<file path="src/rtl/core/esc_pkg.sv">
`timescale 1ns / 1ps
// ----------------------------------------------------------------------------
// esc_pkg: shared types and constants for the epoch to calendar converter
// Command and status words between the controller and the datapath, plus the
// phase count of the constant divisions.
// ----------------------------------------------------------------------------
package esc_pkg;

  // Field widths
  localparam int EPOCH_W = 32;
  localparam int TZ_W    = 5;
  localparam int STEP_W  = 2;

  // First phase of each constant division (counts down to zero):
  // multiply by the reciprocal, take the quotient, subtract for the remainder
  localparam logic [STEP_W-1:0] DIV_STEP_FIRST = 2'd2;

  // Datapath operations
  typedef enum logic [2:0] {
    DP_NOP,
    DP_LOAD,
    DP_MUL,
    DP_QUO,
    DP_REM,
    DP_YEAR,
    DP_MONTH,
    DP_PUBLISH
  } dp_op_t;

  // Divisor selection for the shared divider
  typedef enum logic [1:0] {
    DIV_DAY,
    DIV_HOUR,
    DIV_MIN
  } div_sel_t;

  typedef struct packed {
    dp_op_t   op;
    div_sel_t sel;
    logic     first;
  } esc_cmd_t;

  typedef struct packed {
    logic neg;
    logic year_done;
    logic month_done;
  } esc_sts_t;

endpackage

</file>
<file path="src/rtl/core/epoch_seconds_to_calendar_unit.sv">
`timescale 1ns / 1ps
// ----------------------------------------------------------------------------
// epoch_seconds_to_calendar_unit: seconds since 1970 to local calendar time
// Top level: joins the sequencer and the datapath.
// ----------------------------------------------------------------------------
// Converts an unsigned 32-bit count of seconds since 1970-01-01 00:00:00 UTC,
// shifted by the signed whole-hour offset in the configuration register
// (reset value +3), into second, minute, hour, day of month, month (0 is
// January), year, weekday (0 is Sunday) and zero-based day of year. A shifted
// time before the epoch returns out_valid_res low with every field zero. The
// unit takes one word at a time and works through the day, hour and minute
// divisions (multiply by a fixed-point reciprocal, take the quotient,
// subtract for the remainder) and then the year and month walks, one year or
// month per cycle. A time before the epoch skips the divisions and walks. A
// finished result sits in an output register, so the next word is accepted
// while it waits to be taken.
module epoch_seconds_to_calendar_unit (
  input  logic                            clk,
  input  logic                            rst_n,
  input  logic                            cfg_wr_en,
  input  logic signed [esc_pkg::TZ_W-1:0] cfg_wr_data,
  input  logic                            in_valid,
  output logic                            in_ready,
  input  logic [esc_pkg::EPOCH_W-1:0]     in_epoch_seconds,
  output logic                            out_valid,
  input  logic                            out_ready,
  output logic                            out_valid_res,
  output logic [5:0]                      out_second,
  output logic [5:0]                      out_minute,
  output logic [4:0]                      out_hour,
  output logic [4:0]                      out_day_of_month,
  output logic [3:0]                      out_month,
  output logic [11:0]                     out_year,
  output logic [2:0]                      out_weekday,
  output logic [8:0]                      out_day_of_year
);
  import esc_pkg::*;

  esc_cmd_t cmd;
  esc_sts_t sts;

  // Sequence the conversion
  esc_ctrl u_ctrl (
    .clk       (clk),
    .rst_n     (rst_n),
    .in_valid  (in_valid),
    .in_ready  (in_ready),
    .out_valid (out_valid),
    .out_ready (out_ready),
    .sts       (sts),
    .cmd       (cmd)
  );

  // Compute and hold the result fields
  esc_datapath u_datapath (
    .clk              (clk),
    .rst_n            (rst_n),
    .cfg_wr_en        (cfg_wr_en),
    .cfg_wr_data      (cfg_wr_data),
    .in_epoch_seconds (in_epoch_seconds),
    .cmd              (cmd),
    .sts              (sts),
    .out_valid_res    (out_valid_res),
    .out_second       (out_second),
    .out_minute       (out_minute),
    .out_hour         (out_hour),
    .out_day_of_month (out_day_of_month),
    .out_month        (out_month),
    .out_year         (out_year),
    .out_weekday      (out_weekday),
    .out_day_of_year  (out_day_of_year)
  );

endmodule

</file>
<file path="src/rtl/core/esc_datapath.sv">
`timescale 1ns / 1ps
// ----------------------------------------------------------------------------
// esc_datapath: arithmetic and storage of the epoch to calendar converter
// Holds the timezone register, a shared reciprocal-multiply divider, the year
// and month walkers with weekday tracking, and the result registers.
// ----------------------------------------------------------------------------
module esc_datapath (
  input  logic                            clk,
  input  logic                            rst_n,
  input  logic                            cfg_wr_en,
  input  logic signed [esc_pkg::TZ_W-1:0] cfg_wr_data,
  input  logic [esc_pkg::EPOCH_W-1:0]     in_epoch_seconds,
  input  esc_pkg::esc_cmd_t               cmd,
  output esc_pkg::esc_sts_t               sts,
  output logic                            out_valid_res,
  output logic [5:0]                      out_second,
  output logic [5:0]                      out_minute,
  output logic [4:0]                      out_hour,
  output logic [4:0]                      out_day_of_month,
  output logic [3:0]                      out_month,
  output logic [11:0]                     out_year,
  output logic [2:0]                      out_weekday,
  output logic [8:0]                      out_day_of_year
);
  import esc_pkg::*;

  localparam logic signed [TZ_W-1:0] TZ_RESET     = 5'sd3;
  localparam logic [11:0]            EPOCH_YEAR   = 12'd1970;
  localparam logic [2:0]             EPOCH_WDAY   = 3'd4;   // Thursday
  localparam logic [3:0]             LAST_MONTH   = 4'd11;
  localparam logic [3:0]             FEBRUARY     = 4'd1;
  localparam logic [4:0]             DAYS_FEB     = 5'd28;
  localparam logic [16:0]            SECS_DAY     = 17'd86400;
  localparam logic [16:0]            SECS_HOUR    = 17'd3600;
  localparam logic [16:0]            SECS_MIN     = 17'd60;
  // Reciprocals 2**k / d rounded up, exact over the operand ranges used:
  // days = (secs >> 7) / 675 with k = 36, hours = (rem >> 4) / 225 with
  // k = 21, minutes = (rem >> 2) / 15 with k = 14
  localparam logic [26:0]            RECIP_DAY    = 27'd101806633;
  localparam logic [26:0]            RECIP_HOUR   = 27'd9321;
  localparam logic [26:0]            RECIP_MIN    = 27'd1093;
  localparam logic [4:0]             MONTH_LEN [12] = '{
    5'd31, 5'd28, 5'd31, 5'd30, 5'd31, 5'd30,
    5'd31, 5'd31, 5'd30, 5'd31, 5'd30, 5'd31
  };

  // Gregorian leap test over the reachable years 1970..2106: the only
  // century in that span is 2000, a multiple of 400, and 2100 which is not.
  function automatic logic is_leap(input logic [11:0] y);
    return (y[1:0] == 2'b00) && (y != 12'd2100);
  endfunction

  // Residue mod 7 of a 5-bit value
  function automatic logic [2:0] mod7_5b(input logic [4:0] v);
    logic [4:0] r;
    priority if (v >= 5'd28) r = v - 5'd28;
    else if (v >= 5'd21)     r = v - 5'd21;
    else if (v >= 5'd14)     r = v - 5'd14;
    else if (v >= 5'd7)      r = v - 5'd7;
    else                     r = v;
    return r[2:0];
  endfunction

  // Weekday plus a small advance, wrapped once
  function automatic logic [2:0] wd_add(input logic [2:0] wd, input logic [2:0] inc);
    logic [3:0] s;
    s = {1'b0, wd} + {1'b0, inc};
    if (s >= 4'd7) s = s - 4'd7;
    return s[2:0];
  endfunction

  logic signed [TZ_W-1:0] tz_r;
  logic                   neg_r;
  logic [32:0]            num_r;
  logic [52:0]            prod_r;
  logic [15:0]            quo_r;
  logic [15:0]            days_r;
  logic [11:0]            year_r;
  logic [3:0]             mon_r;
  logic [2:0]             wd_r;
  logic [8:0]             doy_r;
  logic [4:0]             hour_r;
  logic [5:0]             min_r;
  logic [5:0]             sec_r;

  logic signed [17:0] tz_secs;
  logic signed [33:0] local_secs;
  logic [25:0]        mul_a;
  logic [26:0]        mul_b;
  logic [16:0]        divisor;
  logic [15:0]        quo_sel;
  logic [52:0]        prod;
  logic [32:0]        qmul;
  logic               leap;
  logic [8:0]         ylen;
  logic [4:0]         mlen;
  logic [2:0]         wd_final;

  // Shift the input by the zone offset
  assign tz_secs    = 18'(tz_r) * 18'sd3600;
  assign local_secs = 34'(signed'({1'b0, in_epoch_seconds})) + 34'(tz_secs);

  // Pick operand, reciprocal, divisor and quotient bits for this division
  always_comb begin
    unique case (cmd.sel)
      DIV_DAY: begin
        mul_a   = num_r[32:7];
        mul_b   = RECIP_DAY;
        divisor = SECS_DAY;
        quo_sel = prod_r[51:36];
      end
      DIV_HOUR: begin
        mul_a   = 26'(num_r[16:4]);
        mul_b   = RECIP_HOUR;
        divisor = SECS_HOUR;
        quo_sel = {11'd0, prod_r[25:21]};
      end
      DIV_MIN: begin
        mul_a   = 26'(num_r[11:2]);
        mul_b   = RECIP_MIN;
        divisor = SECS_MIN;
        quo_sel = {10'd0, prod_r[19:14]};
      end
      default: begin
        mul_a   = 26'(num_r[11:2]);
        mul_b   = RECIP_MIN;
        divisor = SECS_MIN;
        quo_sel = {10'd0, prod_r[19:14]};
      end
    endcase
  end
  assign prod = 53'(mul_a) * 53'(mul_b);
  assign qmul = 33'(quo_r) * 33'(divisor);

  // Year and month lengths
  assign leap = is_leap(year_r);
  assign ylen = leap ? 9'd366 : 9'd365;
  assign mlen = (mon_r == FEBRUARY && leap) ? 5'd29 : MONTH_LEN[mon_r];

  assign sts.neg        = neg_r;
  assign sts.year_done  = (days_r < 16'(ylen));
  assign sts.month_done = (mon_r == LAST_MONTH) || (days_r < 16'(mlen));

  assign wd_final = wd_add(wd_r, mod7_5b(days_r[4:0]));

  // Hold the timezone register
  always_ff @(posedge clk) begin
    if (!rst_n) begin
      tz_r <= TZ_RESET;
    end else if (cfg_wr_en) begin
      tz_r <= cfg_wr_data;
    end
  end

  // Advance the working registers as commanded
  always_ff @(posedge clk) begin
    unique case (cmd.op)
      DP_LOAD: begin
        neg_r  <= local_secs[33];
        num_r  <= local_secs[32:0];
        year_r <= EPOCH_YEAR;
        mon_r  <= 4'd0;
        wd_r   <= EPOCH_WDAY;
      end
      DP_MUL: begin
        prod_r <= prod;
      end
      DP_QUO: begin
        quo_r <= quo_sel;
      end
      DP_REM: begin
        num_r <= num_r - qmul;
        if (cmd.sel == DIV_DAY) begin
          days_r <= quo_r;
        end
        if (cmd.sel == DIV_HOUR) begin
          hour_r <= quo_r[4:0];
        end
      end
      DP_YEAR: begin
        if (cmd.first) begin
          min_r <= quo_r[5:0];
          sec_r <= num_r[5:0];
        end
        if (sts.year_done) begin
          doy_r <= days_r[8:0];
        end else begin
          days_r <= days_r - 16'(ylen);
          year_r <= year_r + 12'd1;
          wd_r   <= wd_add(wd_r, leap ? 3'd2 : 3'd1);
        end
      end
      DP_MONTH: begin
        if (!sts.month_done) begin
          days_r <= days_r - 16'(mlen);
          mon_r  <= mon_r + 4'd1;
          wd_r   <= wd_add(wd_r, 3'(mlen - DAYS_FEB));
        end
      end
      DP_NOP, DP_PUBLISH: begin
      end
      default: begin
      end
    endcase
  end

  // Drive the result word; a time before the epoch gives all zeros
  always_ff @(posedge clk) begin
    if (cmd.op == DP_PUBLISH) begin
      if (neg_r) begin
        out_valid_res    <= 1'b0;
        out_second       <= '0;
        out_minute       <= '0;
        out_hour         <= '0;
        out_day_of_month <= '0;
        out_month        <= '0;
        out_year         <= '0;
        out_weekday      <= '0;
        out_day_of_year  <= '0;
      end else begin
        out_valid_res    <= 1'b1;
        out_second       <= sec_r;
        out_minute       <= min_r;
        out_hour         <= hour_r;
        out_day_of_month <= days_r[4:0] + 5'd1;
        out_month        <= mon_r;
        out_year         <= year_r;
        out_weekday      <= wd_final;
        out_day_of_year  <= doy_r;
      end
    end
  end

endmodule

</file>
<file path="src/rtl/core/esc_ctrl.sv">
`timescale 1ns / 1ps
// ----------------------------------------------------------------------------
// esc_ctrl: sequencer of the epoch to calendar converter
// Steps the datapath through load, three divisions, the year and month walks
// and the result handoff, and owns both channel handshakes.
// ----------------------------------------------------------------------------
module esc_ctrl (
  input  logic              clk,
  input  logic              rst_n,
  input  logic              in_valid,
  output logic              in_ready,
  output logic              out_valid,
  input  logic              out_ready,
  input  esc_pkg::esc_sts_t sts,
  output esc_pkg::esc_cmd_t cmd
);
  import esc_pkg::*;

  typedef enum logic [2:0] {
    S_IDLE,
    S_DAY,
    S_HOUR,
    S_MIN,
    S_YEAR,
    S_MONTH,
    S_FINISH
  } state_t;

  state_t            state_r;
  logic [STEP_W-1:0] step_r;
  logic              first_r;
  logic              out_valid_r;
  logic              publish;
  dp_op_t            div_op;

  assign in_ready  = (state_r == S_IDLE);
  assign out_valid = out_valid_r;
  assign publish   = (state_r == S_FINISH) && (!out_valid_r || out_ready);

  // Map the division phase to its datapath operation
  assign div_op = (step_r == DIV_STEP_FIRST) ? DP_MUL :
                  (step_r == '0)             ? DP_REM : DP_QUO;

  // Decode the datapath command from the state
  always_comb begin
    cmd.op    = DP_NOP;
    cmd.sel   = DIV_DAY;
    cmd.first = 1'b0;
    unique case (state_r)
      S_IDLE: begin
        if (in_valid) cmd.op = DP_LOAD;
      end
      S_DAY: begin
        if (!sts.neg) cmd.op = div_op;
      end
      S_HOUR: begin
        cmd.op  = div_op;
        cmd.sel = DIV_HOUR;
      end
      S_MIN: begin
        cmd.op  = div_op;
        cmd.sel = DIV_MIN;
      end
      S_YEAR: begin
        cmd.op    = DP_YEAR;
        cmd.first = first_r;
      end
      S_MONTH: begin
        cmd.op = DP_MONTH;
      end
      S_FINISH: begin
        if (publish) cmd.op = DP_PUBLISH;
      end
      default: begin
      end
    endcase
  end

  // Hold state, step count and the output valid flag
  always_ff @(posedge clk) begin
    if (!rst_n) begin
      state_r     <= S_IDLE;
      step_r      <= '0;
      first_r     <= 1'b0;
      out_valid_r <= 1'b0;
    end else begin
      if (publish) begin
        out_valid_r <= 1'b1;
      end else if (out_ready) begin
        out_valid_r <= 1'b0;
      end
      unique case (state_r)
        S_IDLE: begin
          if (in_valid) begin
            state_r <= S_DAY;
            step_r  <= DIV_STEP_FIRST;
          end
        end
        S_DAY: begin
          if (sts.neg) begin
            state_r <= S_FINISH;
          end else if (step_r == '0) begin
            state_r <= S_HOUR;
            step_r  <= DIV_STEP_FIRST;
          end else begin
            step_r <= step_r - 1'b1;
          end
        end
        S_HOUR: begin
          if (step_r == '0) begin
            state_r <= S_MIN;
            step_r  <= DIV_STEP_FIRST;
          end else begin
            step_r <= step_r - 1'b1;
          end
        end
        S_MIN: begin
          if (step_r == '0) begin
            state_r <= S_YEAR;
            first_r <= 1'b1;
          end else begin
            step_r <= step_r - 1'b1;
          end
        end
        S_YEAR: begin
          first_r <= 1'b0;
          if (sts.year_done) state_r <= S_MONTH;
        end
        S_MONTH: begin
          if (sts.month_done) state_r <= S_FINISH;
        end
        S_FINISH: begin
          if (publish) state_r <= S_IDLE;
        end
        default: begin
          state_r <= S_IDLE;
        end
      endcase
    end
  end

endmodule

</file>
<file path="config.mk">
export PLATFORM = sky130hd
export DESIGN_NAME = epoch_seconds_to_calendar_unit
export DESIGN_NICKNAME = d
export VERILOG_FILES = /design/src/rtl/core/esc_pkg.sv /design/src/rtl/core/epoch_seconds_to_calendar_unit.sv /design/src/rtl/core/esc_datapath.sv /design/src/rtl/core/esc_ctrl.sv
export SDC_FILE = /design/constraint.sdc
export NUM_CORES = 2
export LEC_CHECK = 0
export BUFFER_PORTS_ARGS = -buffer_cell sky130_fd_sc_hd__buf_2
export CELL_PAD_IN_SITES_DETAIL_PLACEMENT = 1
export CELL_PAD_IN_SITES_GLOBAL_PLACEMENT = 1
export CORE_UTILIZATION = 47
export CTS_CLUSTER_DIAMETER = 60
export DETAILED_ROUTE_END_ITERATION = 7
export HOLD_SLACK_MARGIN = 0.05
export PLACE_DENSITY_LB_ADDON = 0.12
export SLEW_MARGIN = 30
export SYNTH_ARGS = -nofsm -noshare
export SYNTH_HDL_FRONTEND = slang
export SYNTH_HIERARCHICAL = 1
export SYNTH_SLANG_ARGS = --single-unit
</file>
<file path="constraint.sdc">
create_clock -name clk -period 7.95 [get_ports clk]
set_clock_uncertainty 0.15 [all_clocks]
set_input_delay 0 -clock clk [delete_from_list [all_inputs] [get_ports clk]]
set_output_delay 0 -clock clk [all_outputs]
set_load 0.02 [all_outputs]
</file>
==> metrics.txt <==
outcome=finished, final reports clean; Worst Path Buf+Inv=5; DR WL met2=46.2 mm; Place WS=0.116 ns; # rows=95; Yosys warnings=6; WL/cell=20.6 um; Crit-path slowest cell=fa_2; CTS tree=yes; Critical Path Source=u_ctrl/state_r[2]; DR WL met3=2.66 mm; Initial Util=47.5%; EDFF count, synth=189; Post-Syn Area per Cell=9.80 um2; Setup CP Type=reg2reg; max incr delay on CP=0.67 ns; async set-or-reset flop fraction in the synthesized netlist=0%; DRC violations left=0; Fmax=roughly 0.13 GHz; max-slew violation count=0; maximum root-to-sink buffer count=3; Netlist Area Pre-Place=31800 um2; RSZ-0062 raised after global routing=true; Clock transition at path regs=around 0.060 ns; nature of the critical path endpoint=flip-flop; Startpoint Class=flip-flop; nets@finish=roughly 4500; Port-buffer cells=94; Hold Path Stages=4; reg2reg end=u_datapath/prod_r[46]; final hold violation count=0; Max-slew headroom=37.7%; R2R depth=25; sequential cell area fraction in the yosys report=~19%; share of cells above drive strength 1=8.37%; Min-Delay Path Class=in2reg; worst-margin pin slew=about 0.93 ns; Yosys reg bits=201; 1st-pass router iterations=5; Final period util=slightly below 100%; CP most frequent cell=fa_1; total grt overflow=0; HP Start=in_epoch_seconds[0]; final setup margin=0.188 ns; largest net degree at the start of global routing=54; Critical Path RT=8.14 ns; Crit Path Max Fanout=6; routability-driven placement congestion ratio=0.915; reg-to-reg setup timing slack=0.19 ns; antenna violations before repair=1; final instance area=35700 um2; Synth Flop Type=edfxtp_1; Via Count=~23000; final setup vio count=0; Via-to-Cell Ratio=5.30; Iter 0 DRT Violations=966; Clk Latency, worst-skew pair=0.60 ns; core area=67000 um2; Netlist cell types=82; first-pass GRT wire length=about 150 mm; highest-count cells in the layout ignoring fill and taps=inv_1 (796), ha_1 (533), fa_1 (432); CTS sink cnt=201; final non-filler cell total=4412; top cell family by delay on the critical path=adder cells; CTS buffer count=28; final HPWL from detailed placement=~80 mm; Synth area leader=fa_1; die area=68800 um2; area share of the largest cell type after synthesis=27.2%; minimum clock period=7.76 ns; RR Startpoint=u_ctrl/state_r[2]; area added between synthesis and finish=12.3%; Placed Area=34100 um2; overall die width=262 um; gr usage total=27.2%; Gate Count Post-Synth=3248; FILL cells=7576; H-Tree Depth=1; root buf cell=clkbuf_16; vias in the first global route=26500; critical path arrival=7.96 ns; dpl cells=4294; critical path depth=25; IO Count=95; met1 wire length=39.3 mm; Top Layer Used=met4; number of routed nets with antenna violations=0; final wirelength=90.9 mm; commonest non-fill, non-tap cell in the layout=inv_1; Die Ht=around 260 um; Synth area leaders=fa_1 (27%), ha_1 (21%), edfxtp_1 (18%), inv_1 (9.4%), nand2_1 (2.3%); crit path capture=u_datapath/prod_r[46]; number of max-cap violations=0
[through the flow]
| step | setup TNS, ns | hold slack, ns | util (%) |
|---|---|---|---|
| final | 0 | 0.101 | 53.3 |
| after global routing | -0.0547 | 0.113 | 53.3 |
| after CTS | 0 | 0.0776 | 53.2 |
| after detailed placement | 0 | 0.0836 | 50.9 |
| after global placement | 0 | 0.0658 | 50.9 |
| after floorplan | 0 | -0.0881 | - |
[how the worst min path moves through the flow]
stage	endpoint	slack (ns)
2_1_floorplan	u_datapath/tz_r[0]	-0.09
3_3_place_gp	u_datapath/tz_r[0]	0.07
3_5_place_dp	u_datapath/tz_r[0]	0.08
4_1_cts	u_datapath/num_r[2]	0.08
5_1_grt	u_datapath/num_r[2]	0.11
6_report	u_datapath/num_r[0]	0.10
[cells in the mapped netlist (all sizes together), types with 36 or more instances]
cell and number:
nor2b 72, o21ai 110, xnor2 78, xor2 51, clkbuf 50, fa 433
a21oi 140, inv 800, edfxtp 189, nand3 36, nor2 141, a21o 54
ha 534, nand2 197
[state kept, by name, indices dropped and copies added, names as in the netlist, 2 cells and up]
register	count
u_datapath/out_second	6
u_datapath/out_day_of_year	9
u_datapath/year_r	12
u_datapath/sec_r	6
u_datapath/prod_r	27
u_ctrl/step_r	2
u_datapath/out_minute	6
u_datapath/hour_r	5
u_datapath/doy_r	9
u_datapath/min_r	6
u_datapath/out_weekday	3
u_datapath/quo_r	16
u_datapath/out_year	12
u_datapath/out_hour	5
u_datapath/out_month	4
u_datapath/tz_r	5
u_ctrl/state_r	3
u_datapath/num_r	33
u_datapath/days_r	16
u_datapath/mon_r	4
u_datapath/wd_r	3
u_datapath/out_day_of_month	5
[metal layers]
layer  global-route usage (%)  vias to the layer above
met3                     2.32                      105
met4                     7.62                        0
met1                     34.5                    12000
met2                     49.2                      363
li1                         -                    10900
met5                        0                        -
[cell type report]
type	instances	area, um2	share of cell area (%)
multi-input combinational	2222	22900	64.0
sequential	201	5920	16.6
inverter	804	3020	8.46
timing repair buffer	259	1900	5.31
tap	873	1090	3.06
clock buffer	34	723	2.02
clock inverter	18	194	0.543
antenna	1	2.50	0.00700
[cells by family after synthesis]
kind of cell / after synthesis / synth area share (%)
xor gates and xnor gates: 129 / 3.55
muxes: 31 / 0.983
DFF: 201 / 18.6
buffers and inverters: 867 / 10.3
AOI/OAI and AO/OA: 452 / 9.32
and+or+nand+nor: 599 / 9.04
adders and majority gates: 967 / 48.2
other: 2 / 0.0236
[tightest hold or removal path: cells and delay by family]
family	cells	cell delay (ns)
simple gates	1	0.05
compound gates	1	0.06
buf+inv	2	0.61
[timing repair]
item | CTS | global route
hold buffers | 63 | 0
endpoints found under the setup margin | 0 | 12
hold endpoints to repair | 45 | 0
buffers inserted | 0 | 2
gates resized for setup | 0 | 21
Power is left out: the tool's default activity adds up to more than one toggle a clock period on the data nets, which glitch-free logic cannot reach.
